File: src/hdl/pwca_pkg.sv
// pwca_pkg: shared types and constants of the phase window channel accumulator
// used by every module of the block, no dependencies

package pwca_pkg;

  localparam int TIME_W   = 48;
  localparam int CNT_W    = 16;
  localparam int ERR_W    = 16;
  localparam int PHCFG_W  = 7;
  localparam int ROWIDX_W = 16;
  localparam int CHAN_W   = 4;
  localparam int SUM_W    = 22;
  localparam int SQ_W     = 38;
  localparam int ROOT_W   = 19;
  localparam int REM_W    = 21;
  localparam int REMSH_W  = 23;
  localparam int PHB_W    = 9;
  localparam int SQRT_STEPS  = 19;
  localparam int SQRT_STEP_W = 5;
  localparam int CFG_IDX_W   = 2;

  localparam logic [CFG_IDX_W-1:0] REG_WINDOW_START = 2'd0;
  localparam logic [CFG_IDX_W-1:0] REG_WINDOW_STOP  = 2'd1;
  localparam logic [CFG_IDX_W-1:0] REG_FIRST_PHASE  = 2'd2;
  localparam logic [CFG_IDX_W-1:0] REG_LAST_PHASE   = 2'd3;

  typedef struct packed {
    logic [TIME_W-1:0]  win_start;
    logic [TIME_W-1:0]  win_stop;
    logic [PHCFG_W-1:0] first_phase;
    logic [PHCFG_W-1:0] last_phase;
  } cfg_t;

  // finished channel sums waiting for the square root
  typedef struct packed {
    logic                last;
    logic [TIME_W-1:0]   duration;
    logic [TIME_W-1:0]   start;
    logic [SQ_W-1:0]     sq_sum;
    logic [SUM_W-1:0]    sum;
    logic [CHAN_W-1:0]   channel;
    logic [ROWIDX_W-1:0] row_index;
  } rec_t;

  typedef struct packed {
    logic                last;
    logic [TIME_W-1:0]   duration;
    logic [TIME_W-1:0]   start;
    logic [ROOT_W-1:0]   error;
    logic [SUM_W-1:0]    sum;
    logic [CHAN_W-1:0]   channel;
    logic [ROWIDX_W-1:0] row_index;
  } res_t;

  typedef enum logic [1:0] {
    BK_IDLE,
    BK_CALC,
    BK_HOLD
  } bk_state_t;

endpackage

File: src/hdl/pwca_front.sv
// pwca_front: bin counters, window check and per-channel accumulation
// depends on pwca_pkg; pushes finished channel records into pwca_queue

module pwca_front import pwca_pkg::*; #(
  parameter int BINS_PER_ROW = 1024,
  parameter int PHASES       = 64,
  parameter int MAX_ROWS     = 65536
) (
  input  logic              clk,
  input  logic              rst_n,
  input  cfg_t              cfg,
  input  logic              in_valid,
  output logic              in_ready,
  input  logic [TIME_W-1:0] row_start_time,
  input  logic [TIME_W-1:0] row_stop_time,
  input  logic [CNT_W-1:0]  bin_count,
  input  logic [ERR_W-1:0]  bin_error,
  input  logic              q_full,
  output logic              q_push,
  output rec_t              q_data
);

  localparam int POS_W = (BINS_PER_ROW > 1) ? $clog2(BINS_PER_ROW) : 1;
  localparam int PH_W  = (PHASES > 1) ? $clog2(PHASES) : 1;
  localparam int ROW_LIM = (MAX_ROWS - 1 > 65535) ? 65535 : MAX_ROWS - 1;

  logic [POS_W-1:0]    pos_r;
  logic [PH_W-1:0]     phase_r;
  logic [CHAN_W-1:0]   chan_r;
  logic                row_sel_r;
  logic [SUM_W-1:0]    cnt_acc_r, cnt_acc_nxt;
  logic [SQ_W-1:0]     sq_acc_r, sq_acc_nxt;
  logic [TIME_W-1:0]   start_r;
  logic [TIME_W-1:0]   dur_r;
  logic [ROWIDX_W-1:0] rows_r;

  logic              accept;
  logic              row_end;
  logic              phase_last;
  logic              emit;
  logic              incl;
  logic [PHB_W-1:0]  one_based;
  logic [SUM_W-1:0]  cnt_base;
  logic [SQ_W-1:0]   sq_base;
  logic [SUM_W:0]    cnt_sum;
  logic [2*ERR_W-1:0] sq_prod;
  logic [SQ_W:0]     sq_sum;

  assign row_end    = (pos_r == POS_W'(BINS_PER_ROW - 1));
  assign phase_last = (phase_r == PH_W'(PHASES - 1));
  // a record is only produced at the last phase of a channel, and only for a row whose window check passed
  assign emit       = phase_last && row_sel_r;
  assign in_ready   = !(emit && q_full);
  assign accept     = in_valid && in_ready;

  always_comb begin
    one_based = PHB_W'(phase_r) + PHB_W'(1);
    incl = (one_based >= PHB_W'(cfg.first_phase)) && (one_based <= PHB_W'(cfg.last_phase));
    cnt_base = (phase_r == '0) ? '0 : cnt_acc_r;
    sq_base  = (phase_r == '0) ? '0 : sq_acc_r;
    cnt_sum  = {1'b0, cnt_base} + (SUM_W+1)'(bin_count);
    sq_prod  = bin_error * bin_error;
    sq_sum   = {1'b0, sq_base} + (SQ_W+1)'(sq_prod);
    cnt_acc_nxt = cnt_base;
    sq_acc_nxt  = sq_base;
    if (incl) begin
      cnt_acc_nxt = cnt_sum[SUM_W] ? '1 : cnt_sum[SUM_W-1:0];
      sq_acc_nxt  = sq_sum[SQ_W] ? '1 : sq_sum[SQ_W-1:0];
    end
  end

  always_comb begin
    q_push           = accept && emit;
    q_data.row_index = rows_r;
    q_data.channel   = chan_r;
    q_data.sum       = cnt_acc_nxt;
    q_data.sq_sum    = sq_acc_nxt;
    q_data.start     = start_r;
    q_data.duration  = dur_r;
    q_data.last      = row_end;
  end

  always_ff @(posedge clk) begin
    if (!rst_n) begin
      pos_r     <= '0;
      phase_r   <= '0;
      chan_r    <= '0;
      row_sel_r <= 1'b0;
      cnt_acc_r <= '0;
      sq_acc_r  <= '0;
      start_r   <= '0;
      dur_r     <= '0;
      rows_r    <= '0;
    end else if (accept) begin
      cnt_acc_r <= cnt_acc_nxt;
      sq_acc_r  <= sq_acc_nxt;
      if (pos_r == '0) begin
        row_sel_r <= (row_start_time >= cfg.win_start) && (row_stop_time <= cfg.win_stop);
        start_r   <= row_start_time;
        dur_r     <= (row_stop_time >= row_start_time) ? (row_stop_time - row_start_time) : '0;
      end
      if (row_end) begin
        pos_r   <= '0;
        phase_r <= '0;
        chan_r  <= '0;
        if (row_sel_r && (rows_r < ROWIDX_W'(ROW_LIM)))
          rows_r <= rows_r + 1'b1;
      end else begin
        pos_r <= pos_r + 1'b1;
        if (phase_last) begin
          phase_r <= '0;
          chan_r  <= chan_r + 1'b1;
        end else begin
          phase_r <= phase_r + 1'b1;
        end
      end
    end
  end

endmodule

File: src/hdl/pwca_queue.sv
// pwca_queue: two-entry queue of channel records between front and back
// depends on pwca_pkg

module pwca_queue import pwca_pkg::*; (
  input  logic clk,
  input  logic rst_n,
  input  logic push,
  input  rec_t push_data,
  input  logic pop,
  output rec_t pop_data,
  output logic full,
  output logic empty
);

  rec_t       mem [2];
  logic       wr_ptr_r;
  logic       rd_ptr_r;
  logic [1:0] count_r;

  assign full     = (count_r == 2'd2);
  assign empty    = (count_r == 2'd0);
  assign pop_data = mem[rd_ptr_r];

  always_ff @(posedge clk) begin
    if (push)
      mem[wr_ptr_r] <= push_data;
  end

  always_ff @(posedge clk) begin
    if (!rst_n) begin
      wr_ptr_r <= 1'b0;
      rd_ptr_r <= 1'b0;
      count_r  <= 2'd0;
    end else begin
      if (push)
        wr_ptr_r <= ~wr_ptr_r;
      if (pop)
        rd_ptr_r <= ~rd_ptr_r;
      case ({push, pop})
        2'b10:   count_r <= count_r + 2'd1;
        2'b01:   count_r <= count_r - 2'd1;
        default: count_r <= count_r;
      endcase
    end
  end

endmodule

File: src/hdl/pwca_back.sv
// pwca_back: bit-serial floor square root and output register
// depends on pwca_pkg; pops records from pwca_queue

module pwca_back import pwca_pkg::*; (
  input  logic clk,
  input  logic rst_n,
  input  logic q_empty,
  input  rec_t q_data,
  output logic q_pop,
  output logic out_valid,
  input  logic out_ready,
  output res_t out_data
);

  bk_state_t state_r, state_nxt;
  rec_t                   rec_r, rec_nxt;
  logic [SQ_W-1:0]        v_r, v_nxt;
  logic [REM_W-1:0]       rem_r, rem_nxt;
  logic [ROOT_W-1:0]      root_r, root_nxt;
  logic [SQRT_STEP_W-1:0] step_r, step_nxt;
  res_t                   res_r, res_nxt;
  logic                   out_valid_r, out_valid_nxt;

  logic [REMSH_W-1:0] rem_sh;
  logic [REMSH_W-1:0] trial;
  logic [REMSH_W-1:0] rem_sub;
  logic               ge;

  // one result bit per step, two radicand bits brought down
  always_comb begin
    rem_sh  = {rem_r, v_r[SQ_W-1:SQ_W-2]};
    trial   = {2'b00, root_r, 2'b01};
    ge      = (rem_sh >= trial);
    rem_sub = rem_sh - trial;
  end

  always_comb begin
    state_nxt     = state_r;
    rec_nxt       = rec_r;
    v_nxt         = v_r;
    rem_nxt       = rem_r;
    root_nxt      = root_r;
    step_nxt      = step_r;
    res_nxt       = res_r;
    out_valid_nxt = out_valid_r && !out_ready;
    q_pop         = 1'b0;
    case (state_r)
      BK_IDLE: begin
        if (!q_empty) begin
          q_pop = 1'b1;
          rec_nxt   = q_data;
          v_nxt     = q_data.sq_sum;
          rem_nxt   = '0;
          root_nxt  = '0;
          step_nxt  = '0;
          state_nxt = BK_CALC;
        end
      end
      BK_CALC: begin
        v_nxt    = {v_r[SQ_W-3:0], 2'b00};
        rem_nxt  = ge ? rem_sub[REM_W-1:0] : rem_sh[REM_W-1:0];
        root_nxt = {root_r[ROOT_W-2:0], ge};
        step_nxt = step_r + 1'b1;
        if (step_r == SQRT_STEP_W'(SQRT_STEPS - 1))
          state_nxt = BK_HOLD;
      end
      BK_HOLD: begin
        if (!out_valid_r || out_ready) begin
          out_valid_nxt     = 1'b1;
          res_nxt.row_index = rec_r.row_index;
          res_nxt.channel   = rec_r.channel;
          res_nxt.sum       = rec_r.sum;
          res_nxt.error     = root_r;
          res_nxt.start     = rec_r.start;
          res_nxt.duration  = rec_r.duration;
          res_nxt.last      = rec_r.last;
          if (!q_empty) begin
            q_pop = 1'b1;
            rec_nxt   = q_data;
            v_nxt     = q_data.sq_sum;
            rem_nxt   = '0;
            root_nxt  = '0;
            step_nxt  = '0;
            state_nxt = BK_CALC;
          end else begin
            state_nxt = BK_IDLE;
          end
        end
      end
      default: state_nxt = BK_IDLE;
    endcase
  end

  always_ff @(posedge clk) begin
    if (!rst_n) begin
      state_r     <= BK_IDLE;
      out_valid_r <= 1'b0;
    end else begin
      state_r     <= state_nxt;
      out_valid_r <= out_valid_nxt;
    end
  end

  always_ff @(posedge clk) begin
    rec_r  <= rec_nxt;
    v_r    <= v_nxt;
    rem_r  <= rem_nxt;
    root_r <= root_nxt;
    step_r <= step_nxt;
    res_r  <= res_nxt;
  end

  assign out_valid = out_valid_r;
  assign out_data  = res_r;

endmodule

File: src/hdl/phase_window_channel_accumulator_core.sv
// phase_window_channel_accumulator_core: top level with configuration registers
// depends on pwca_pkg, pwca_front, pwca_queue, pwca_back
// throughput: one bin per cycle while in_tready is high; the square root unit
// works on one channel result at a time, so in_tready drops at a last phase only when
// the two-entry queue is full (never at PHASES >= 21 with a ready sink)
// each result passes the queue, the bit-serial square root and the output register
// reset: synchronous rst_n clears counters, sums and queue, and restores registers

module phase_window_channel_accumulator_core import pwca_pkg::*; #(
  parameter int BINS_PER_ROW = 1024,
  parameter int PHASES       = 64,
  parameter int MAX_ROWS     = 65536
) (
  input  logic                 clk,
  input  logic                 rst_n,
  input  logic                 in_tvalid,
  output logic                 in_tready,
  // row_start_time[47:0], row_stop_time[95:48], bin_count[111:96], bin_error[127:112]
  input  logic [127:0]         in_tdata,
  output logic                 out_tvalid,
  input  logic                 out_tready,
  // row_index[15:0], channel[19:16], channel_sum[41:20], channel_error[60:42],
  // start_time[108:61], row_duration[156:109], zero pad[159:157]
  output logic [159:0]         out_tdata,
  output logic                 out_tlast,
  input  logic                 cfg_we,
  input  logic [CFG_IDX_W-1:0] cfg_index,
  input  logic [TIME_W-1:0]    cfg_data
);

  cfg_t cfg_r;
  logic q_full, q_empty, q_push, q_pop;
  rec_t q_in, q_out;
  res_t res;

  always_ff @(posedge clk) begin
    if (!rst_n) begin
      cfg_r.win_start   <= '0;
      cfg_r.win_stop    <= '1;
      cfg_r.first_phase <= PHCFG_W'(1);
      cfg_r.last_phase  <= PHCFG_W'(64);
    end else if (cfg_we) begin
      case (cfg_index)
        REG_WINDOW_START: cfg_r.win_start   <= cfg_data;
        REG_WINDOW_STOP:  cfg_r.win_stop    <= cfg_data;
        REG_FIRST_PHASE:  cfg_r.first_phase <= cfg_data[PHCFG_W-1:0];
        REG_LAST_PHASE:   cfg_r.last_phase  <= cfg_data[PHCFG_W-1:0];
        default:          cfg_r <= cfg_r;
      endcase
    end
  end

  pwca_front #(
    .BINS_PER_ROW (BINS_PER_ROW),
    .PHASES       (PHASES),
    .MAX_ROWS     (MAX_ROWS)
  ) u_front (
    .clk            (clk),
    .rst_n          (rst_n),
    .cfg            (cfg_r),
    .in_valid       (in_tvalid),
    .in_ready       (in_tready),
    .row_start_time (in_tdata[47:0]),
    .row_stop_time  (in_tdata[95:48]),
    .bin_count      (in_tdata[111:96]),
    .bin_error      (in_tdata[127:112]),
    .q_full         (q_full),
    .q_push         (q_push),
    .q_data         (q_in)
  );

  pwca_queue u_queue (
    .clk       (clk),
    .rst_n     (rst_n),
    .push      (q_push),
    .push_data (q_in),
    .pop       (q_pop),
    .pop_data  (q_out),
    .full      (q_full),
    .empty     (q_empty)
  );

  pwca_back u_back (
    .clk       (clk),
    .rst_n     (rst_n),
    .q_empty   (q_empty),
    .q_data    (q_out),
    .q_pop     (q_pop),
    .out_valid (out_tvalid),
    .out_ready (out_tready),
    .out_data  (res)
  );

  assign out_tdata = {3'b000, res.duration, res.start, res.error, res.sum, res.channel,
                      res.row_index};
  assign out_tlast = res.last;

endmodule
File: config.mk
export PLATFORM = sky130hd
export DESIGN_NAME = phase_window_channel_accumulator_core
export DESIGN_NICKNAME = d
export VERILOG_FILES = /design/src/hdl/pwca_pkg.sv /design/src/hdl/pwca_front.sv /design/src/hdl/pwca_queue.sv /design/src/hdl/pwca_back.sv /design/src/hdl/phase_window_channel_accumulator_core.sv
export SDC_FILE = /design/constraint.sdc
export NUM_CORES = 2
export LEC_CHECK = 0
export BUFFER_PORTS_ARGS = -buffer_cell sky130_fd_sc_hd__clkbuf_2
export CAP_MARGIN = 20
export CORE_ASPECT_RATIO = 0.8
export CORE_MARGIN = 3
export CORE_UTILIZATION = 45
export CTS_BUF_LIST = sky130_fd_sc_hd__clkbuf_4
export DETAILED_ROUTE_END_ITERATION = 10
export GPL_TIMING_DRIVEN = 0
export PLACE_DENSITY_LB_ADDON = 0.05
export SLEW_MARGIN = 20
export SYNTH_ARGS = -nofsm -noshare
export SYNTH_HDL_FRONTEND = slang
export SYNTH_SLANG_ARGS = --single-unit
File: constraint.sdc
create_clock -name clk -period 15.76 [get_ports clk]
set_clock_uncertainty 0.2 [all_clocks]
set_input_delay 0.788 -clock clk [delete_from_list [all_inputs] [get_ports clk]]
set_output_delay 0.788 -clock clk [all_outputs]
set_load 0.02 [all_outputs]
==> run_results.csv <==
group,metric,value,unit
placement,place_congestion,0.902,
routing,drtPass1Iterations,5,
floorplan,start_util,45.5,%
worst_setup_path,cp.arrival,8.67,ns
clocking,cts.sinks,1045,
yosys,synthTopCellsByCount,"edfxtp_1 (734), nand2_1 (568), inv_1 (551)",
clocking,clk_pin_slew,0.07,ns
pwr,intPower,0.00641,W
routing,num_vias,37600,
clocking,cts_max_level,5,
yosys,synthArstFlopShare,0,%
finish,fin_nets,6197,
floorplan,die_height,314,um
yosys,ys_seq_area_share,53.0,%
clocking,cts_buffers,290,
run,max_cap_violations,0,
global_route,grt.overflow.total,0,
worst_setup_path,path_cells,"inv_1 -> ha_1 -> nand2_1 -> clkbuf_1 -> clkbuf_1 -> nand2_1 -> fa_1 -> inv_1 -> fa_1 -> inv_1 -> fa_1 -> fa_1 -> inv_1 -> ha_1 -> o211ai_1 -> a21oi_1 -> o2111ai_1 -> a21oi_2 -> a21boi_1 -> a211oi_1 -> o21ai_0 -> or2_2 -> xor2_1 -> o21ai_0",
sta,finalSetupViolations,0,
sta,period_share,50.7,%
pwr,powerDensity,164,nW/um2
sta,period_minus_slack,7.99,ns
yosys,synth_area,53300,um2
global_route,grt_antenna_before_repair,6,
pwr,swShare,37.5,%
yosys,synth-seq-cells,1045,
sta,rsz0062_at_grt,"false",
worst_setup_path,cp-start-kind,"flip-flop",
yosys,yosys.area.top_type,"edfxtp_1",
clocking,cts_resized,0,
floorplan,rows,112,
clocking,cts_max_path_buffers,4,
run_status,status,"completed",
global_route,grtUsageTotal,24.2,%
worst_setup_path,crit_type,"reg -> reg",
yosys,synth.most_common_cell,"edfxtp_1",
yosys,synth_cell_types,98,
routing,wire_per_inst,20.4,um
placement,dpl.hpwl,112,mm
routing,ant_nets,0,
clocking,insertion_delay,1.12,ns
pwr,p_seq_share,34.7,%
yosys,synth_edf_count,734,
routing,wl_met3,7.93,mm
worst_hold_path,min_path_type,"reg -> reg",
routing,m1WireLength,72.2,mm
global_route,grt_pass1_vias,37000,
routing,drc_errors,0,
yosys,synthFlopType,"edfxtp_1",
yosys,synth_top_area_share,41.3,%
pwr,vdd_drop_max,0.000212,V
pwr,pwr-share-comb,41.9,%
routing,routed_wl,148,mm
finish,drive_gt1_share,18.7,%
worst_setup_path,cp.required,16.44,ns
routing,dr.max_layer_used,"met4",
pwr,leakage,25.9,nW
yosys,postSynthAreaPerCell,11.3,um2
finish,area_growth,17.2,%
global_route,grt_max_degree,49,
worst_setup_path,cpPeakStageDelay,0.68,ns
worst_setup_path,end_kind,"flip-flop",
placement,place.port_buffers,341,
floorplan,die_area,123000,um2
routing,viasPerCell,5.18,
sta,hold_slack,0.193,ns
yosys,yosysWarnings,0,
routing,drt_iter0_drc,2753,
floorplan,ios,346,
worst_setup_path,worstPathMaxFanout,10,
sta,tightest_slew,1.18,ns
yosys,synth_area_leaders,"edfxtp_1 (41%), dfxtp_1 (12%), fa_1 (7.5%)",
sta,slew_headroom,21.2,%
pwr,p_total,0.0103,W
clocking,cts_tree,"done",
sta,slew_viol_final,0,
clocking,cts-root-buf,"clkbuf_4",
floorplan,coreArea,117000,um2
floorplan,die_x,391,um
yosys,syn_inst,4704,
worst_setup_path,slowest_stage,"clkbuf_1",
global_route,grt_pass1_wl,225,mm
sta,fmax,125,MHz
pwr,power.share.clock,23.4,%
routing,wl_met2,64.9,mm
pwr,switchingPower,0.00385,W
sta,finalHoldViolCount,0,
## per-layer routing
layer | vias up | track usage, %
met5 | - | 0
met2 | 1046 | 35.9
met4 | 0 | 7.84
met1 | 18200 | 36.1
met3 | 181 | 4.13
li1 | 18100 | -
## stage by stage
stage | utilization [%] | setup TNS [ns] | cells | cell area [um2] | setup WS (ns)
after CTS | 53.3 | 0 | 7241 | 62500 | 7.81
final | 53.3 | 0 | 7247 | 62500 | 7.77
after global placement | 48.6 | -1870.93 | 6586 | 57000 | -6.45
after global routing | 53.3 | 0 | 7246 | 62500 | 7.28
after floorplan | - | 0 | 4706 | 53300 | 2.36
after detailed placement | 49.3 | 0 | 6637 | 57800 | 6.93
## state kept, by name, indices dropped and copies added (netlist names), 6 cells and up, named ones only
signal and cells:
u_front.pos_r 10, u_back.root_r 19, u_front.dur_r 48, u_back.v_r 38
u_back.rem_r 21, cfg_r 110, u_front.start_r 48, u_front.sq_acc_r 38
u_back.out_data 158, u_back.rec_r 139, u_queue.mem 354, u_front.phase_r 6
u_front.rows_r 16, u_front.cnt_acc_r 22
## power groups by stage
stage / Combinational (W) / Clock, W / Sequential (W)
2_1_floorplan: 0.00311 / 0 / 0.00363
3_3_place_gp: 0.00418 / 0 / 0.00373
3_5_place_dp: 0.00424 / 0 / 0.00362
4_1_cts: 0.00430 / 0.00249 / 0.00356
5_1_grt: 0.00483 / 0.00263 / 0.00359
6_report: 0.00430 / 0.00240 / 0.00356
## cells in the final DEF, fill, tap and decap left out, drive strengths merged, types with 166 or more instances in the layout
cell	count
nor2	266
edfxtp	734
clkbuf	948
ha	310
nand2	569
dfxtp	311
fa	199
a21oi	298
inv	554
o21ai	166
## worst paths after layout
path | from | end | slack [ns] | depth (start not counted)
setup / recovery | u_front.phase_r[0] | u_queue.mem[0][79] | 7.77 | 24
hold / removal | u_back.rec_r[149] | u_back.out_data[130] | 0.19 | 0
setup reg to reg | u_front.phase_r[0] | u_queue.mem[0][79] | 7.77 | 24
hold reg to reg | u_back.rec_r[149] | u_back.out_data[130] | 0.19 | 0
## worst max-delay path: cells and delay by family, from the launching register on
| kind | cells | cell delay, ns |
|---|---|---|
| AND/OR/NAND/NOR | 3 | 0.87 |
| XOR/XNOR | 1 | 0.14 |
| flip-flops | 1 | 0.47 |
| adder cells (fa/ha/maj) | 6 | 2.65 |
| AO/OA/AOI/OAI | 8 | 2.08 |
| buffers and inverters | 6 | 1.34 |
## kinds of logic (layout without fill, tap and decap cells)
family,count (synthesis),after routing,synth area share [%]
flops,1045,1045,53.0
compound gates,846,846,10.1
buf+inv,747,1743,5.36
fa+ha+maj,509,509,14.7
simple gates,1213,1213,10.3
other cells,1,9,0.00703
mux,199,199,4.07
xor+xnor,144,144,2.37
## repair_timing
action	4_1_cts	5_1_grt
setup endpoints to repair	0	0
hold buffers	115	0
endpoints found under the hold margin	190	0
setup buffers	0	0
## final cells by class
type	count	area, um2
fill	10600	54700
clock buffer	437	3280
clock inverter	52	280
timing repair buffer	507	3610
buffer	196	793
inverter	551	2070
multi-input combinational	2914	22200
sequential	1045	28300
tap	1539	1930
antenna	6	15.0
Power figures use the tool's default switching activity.
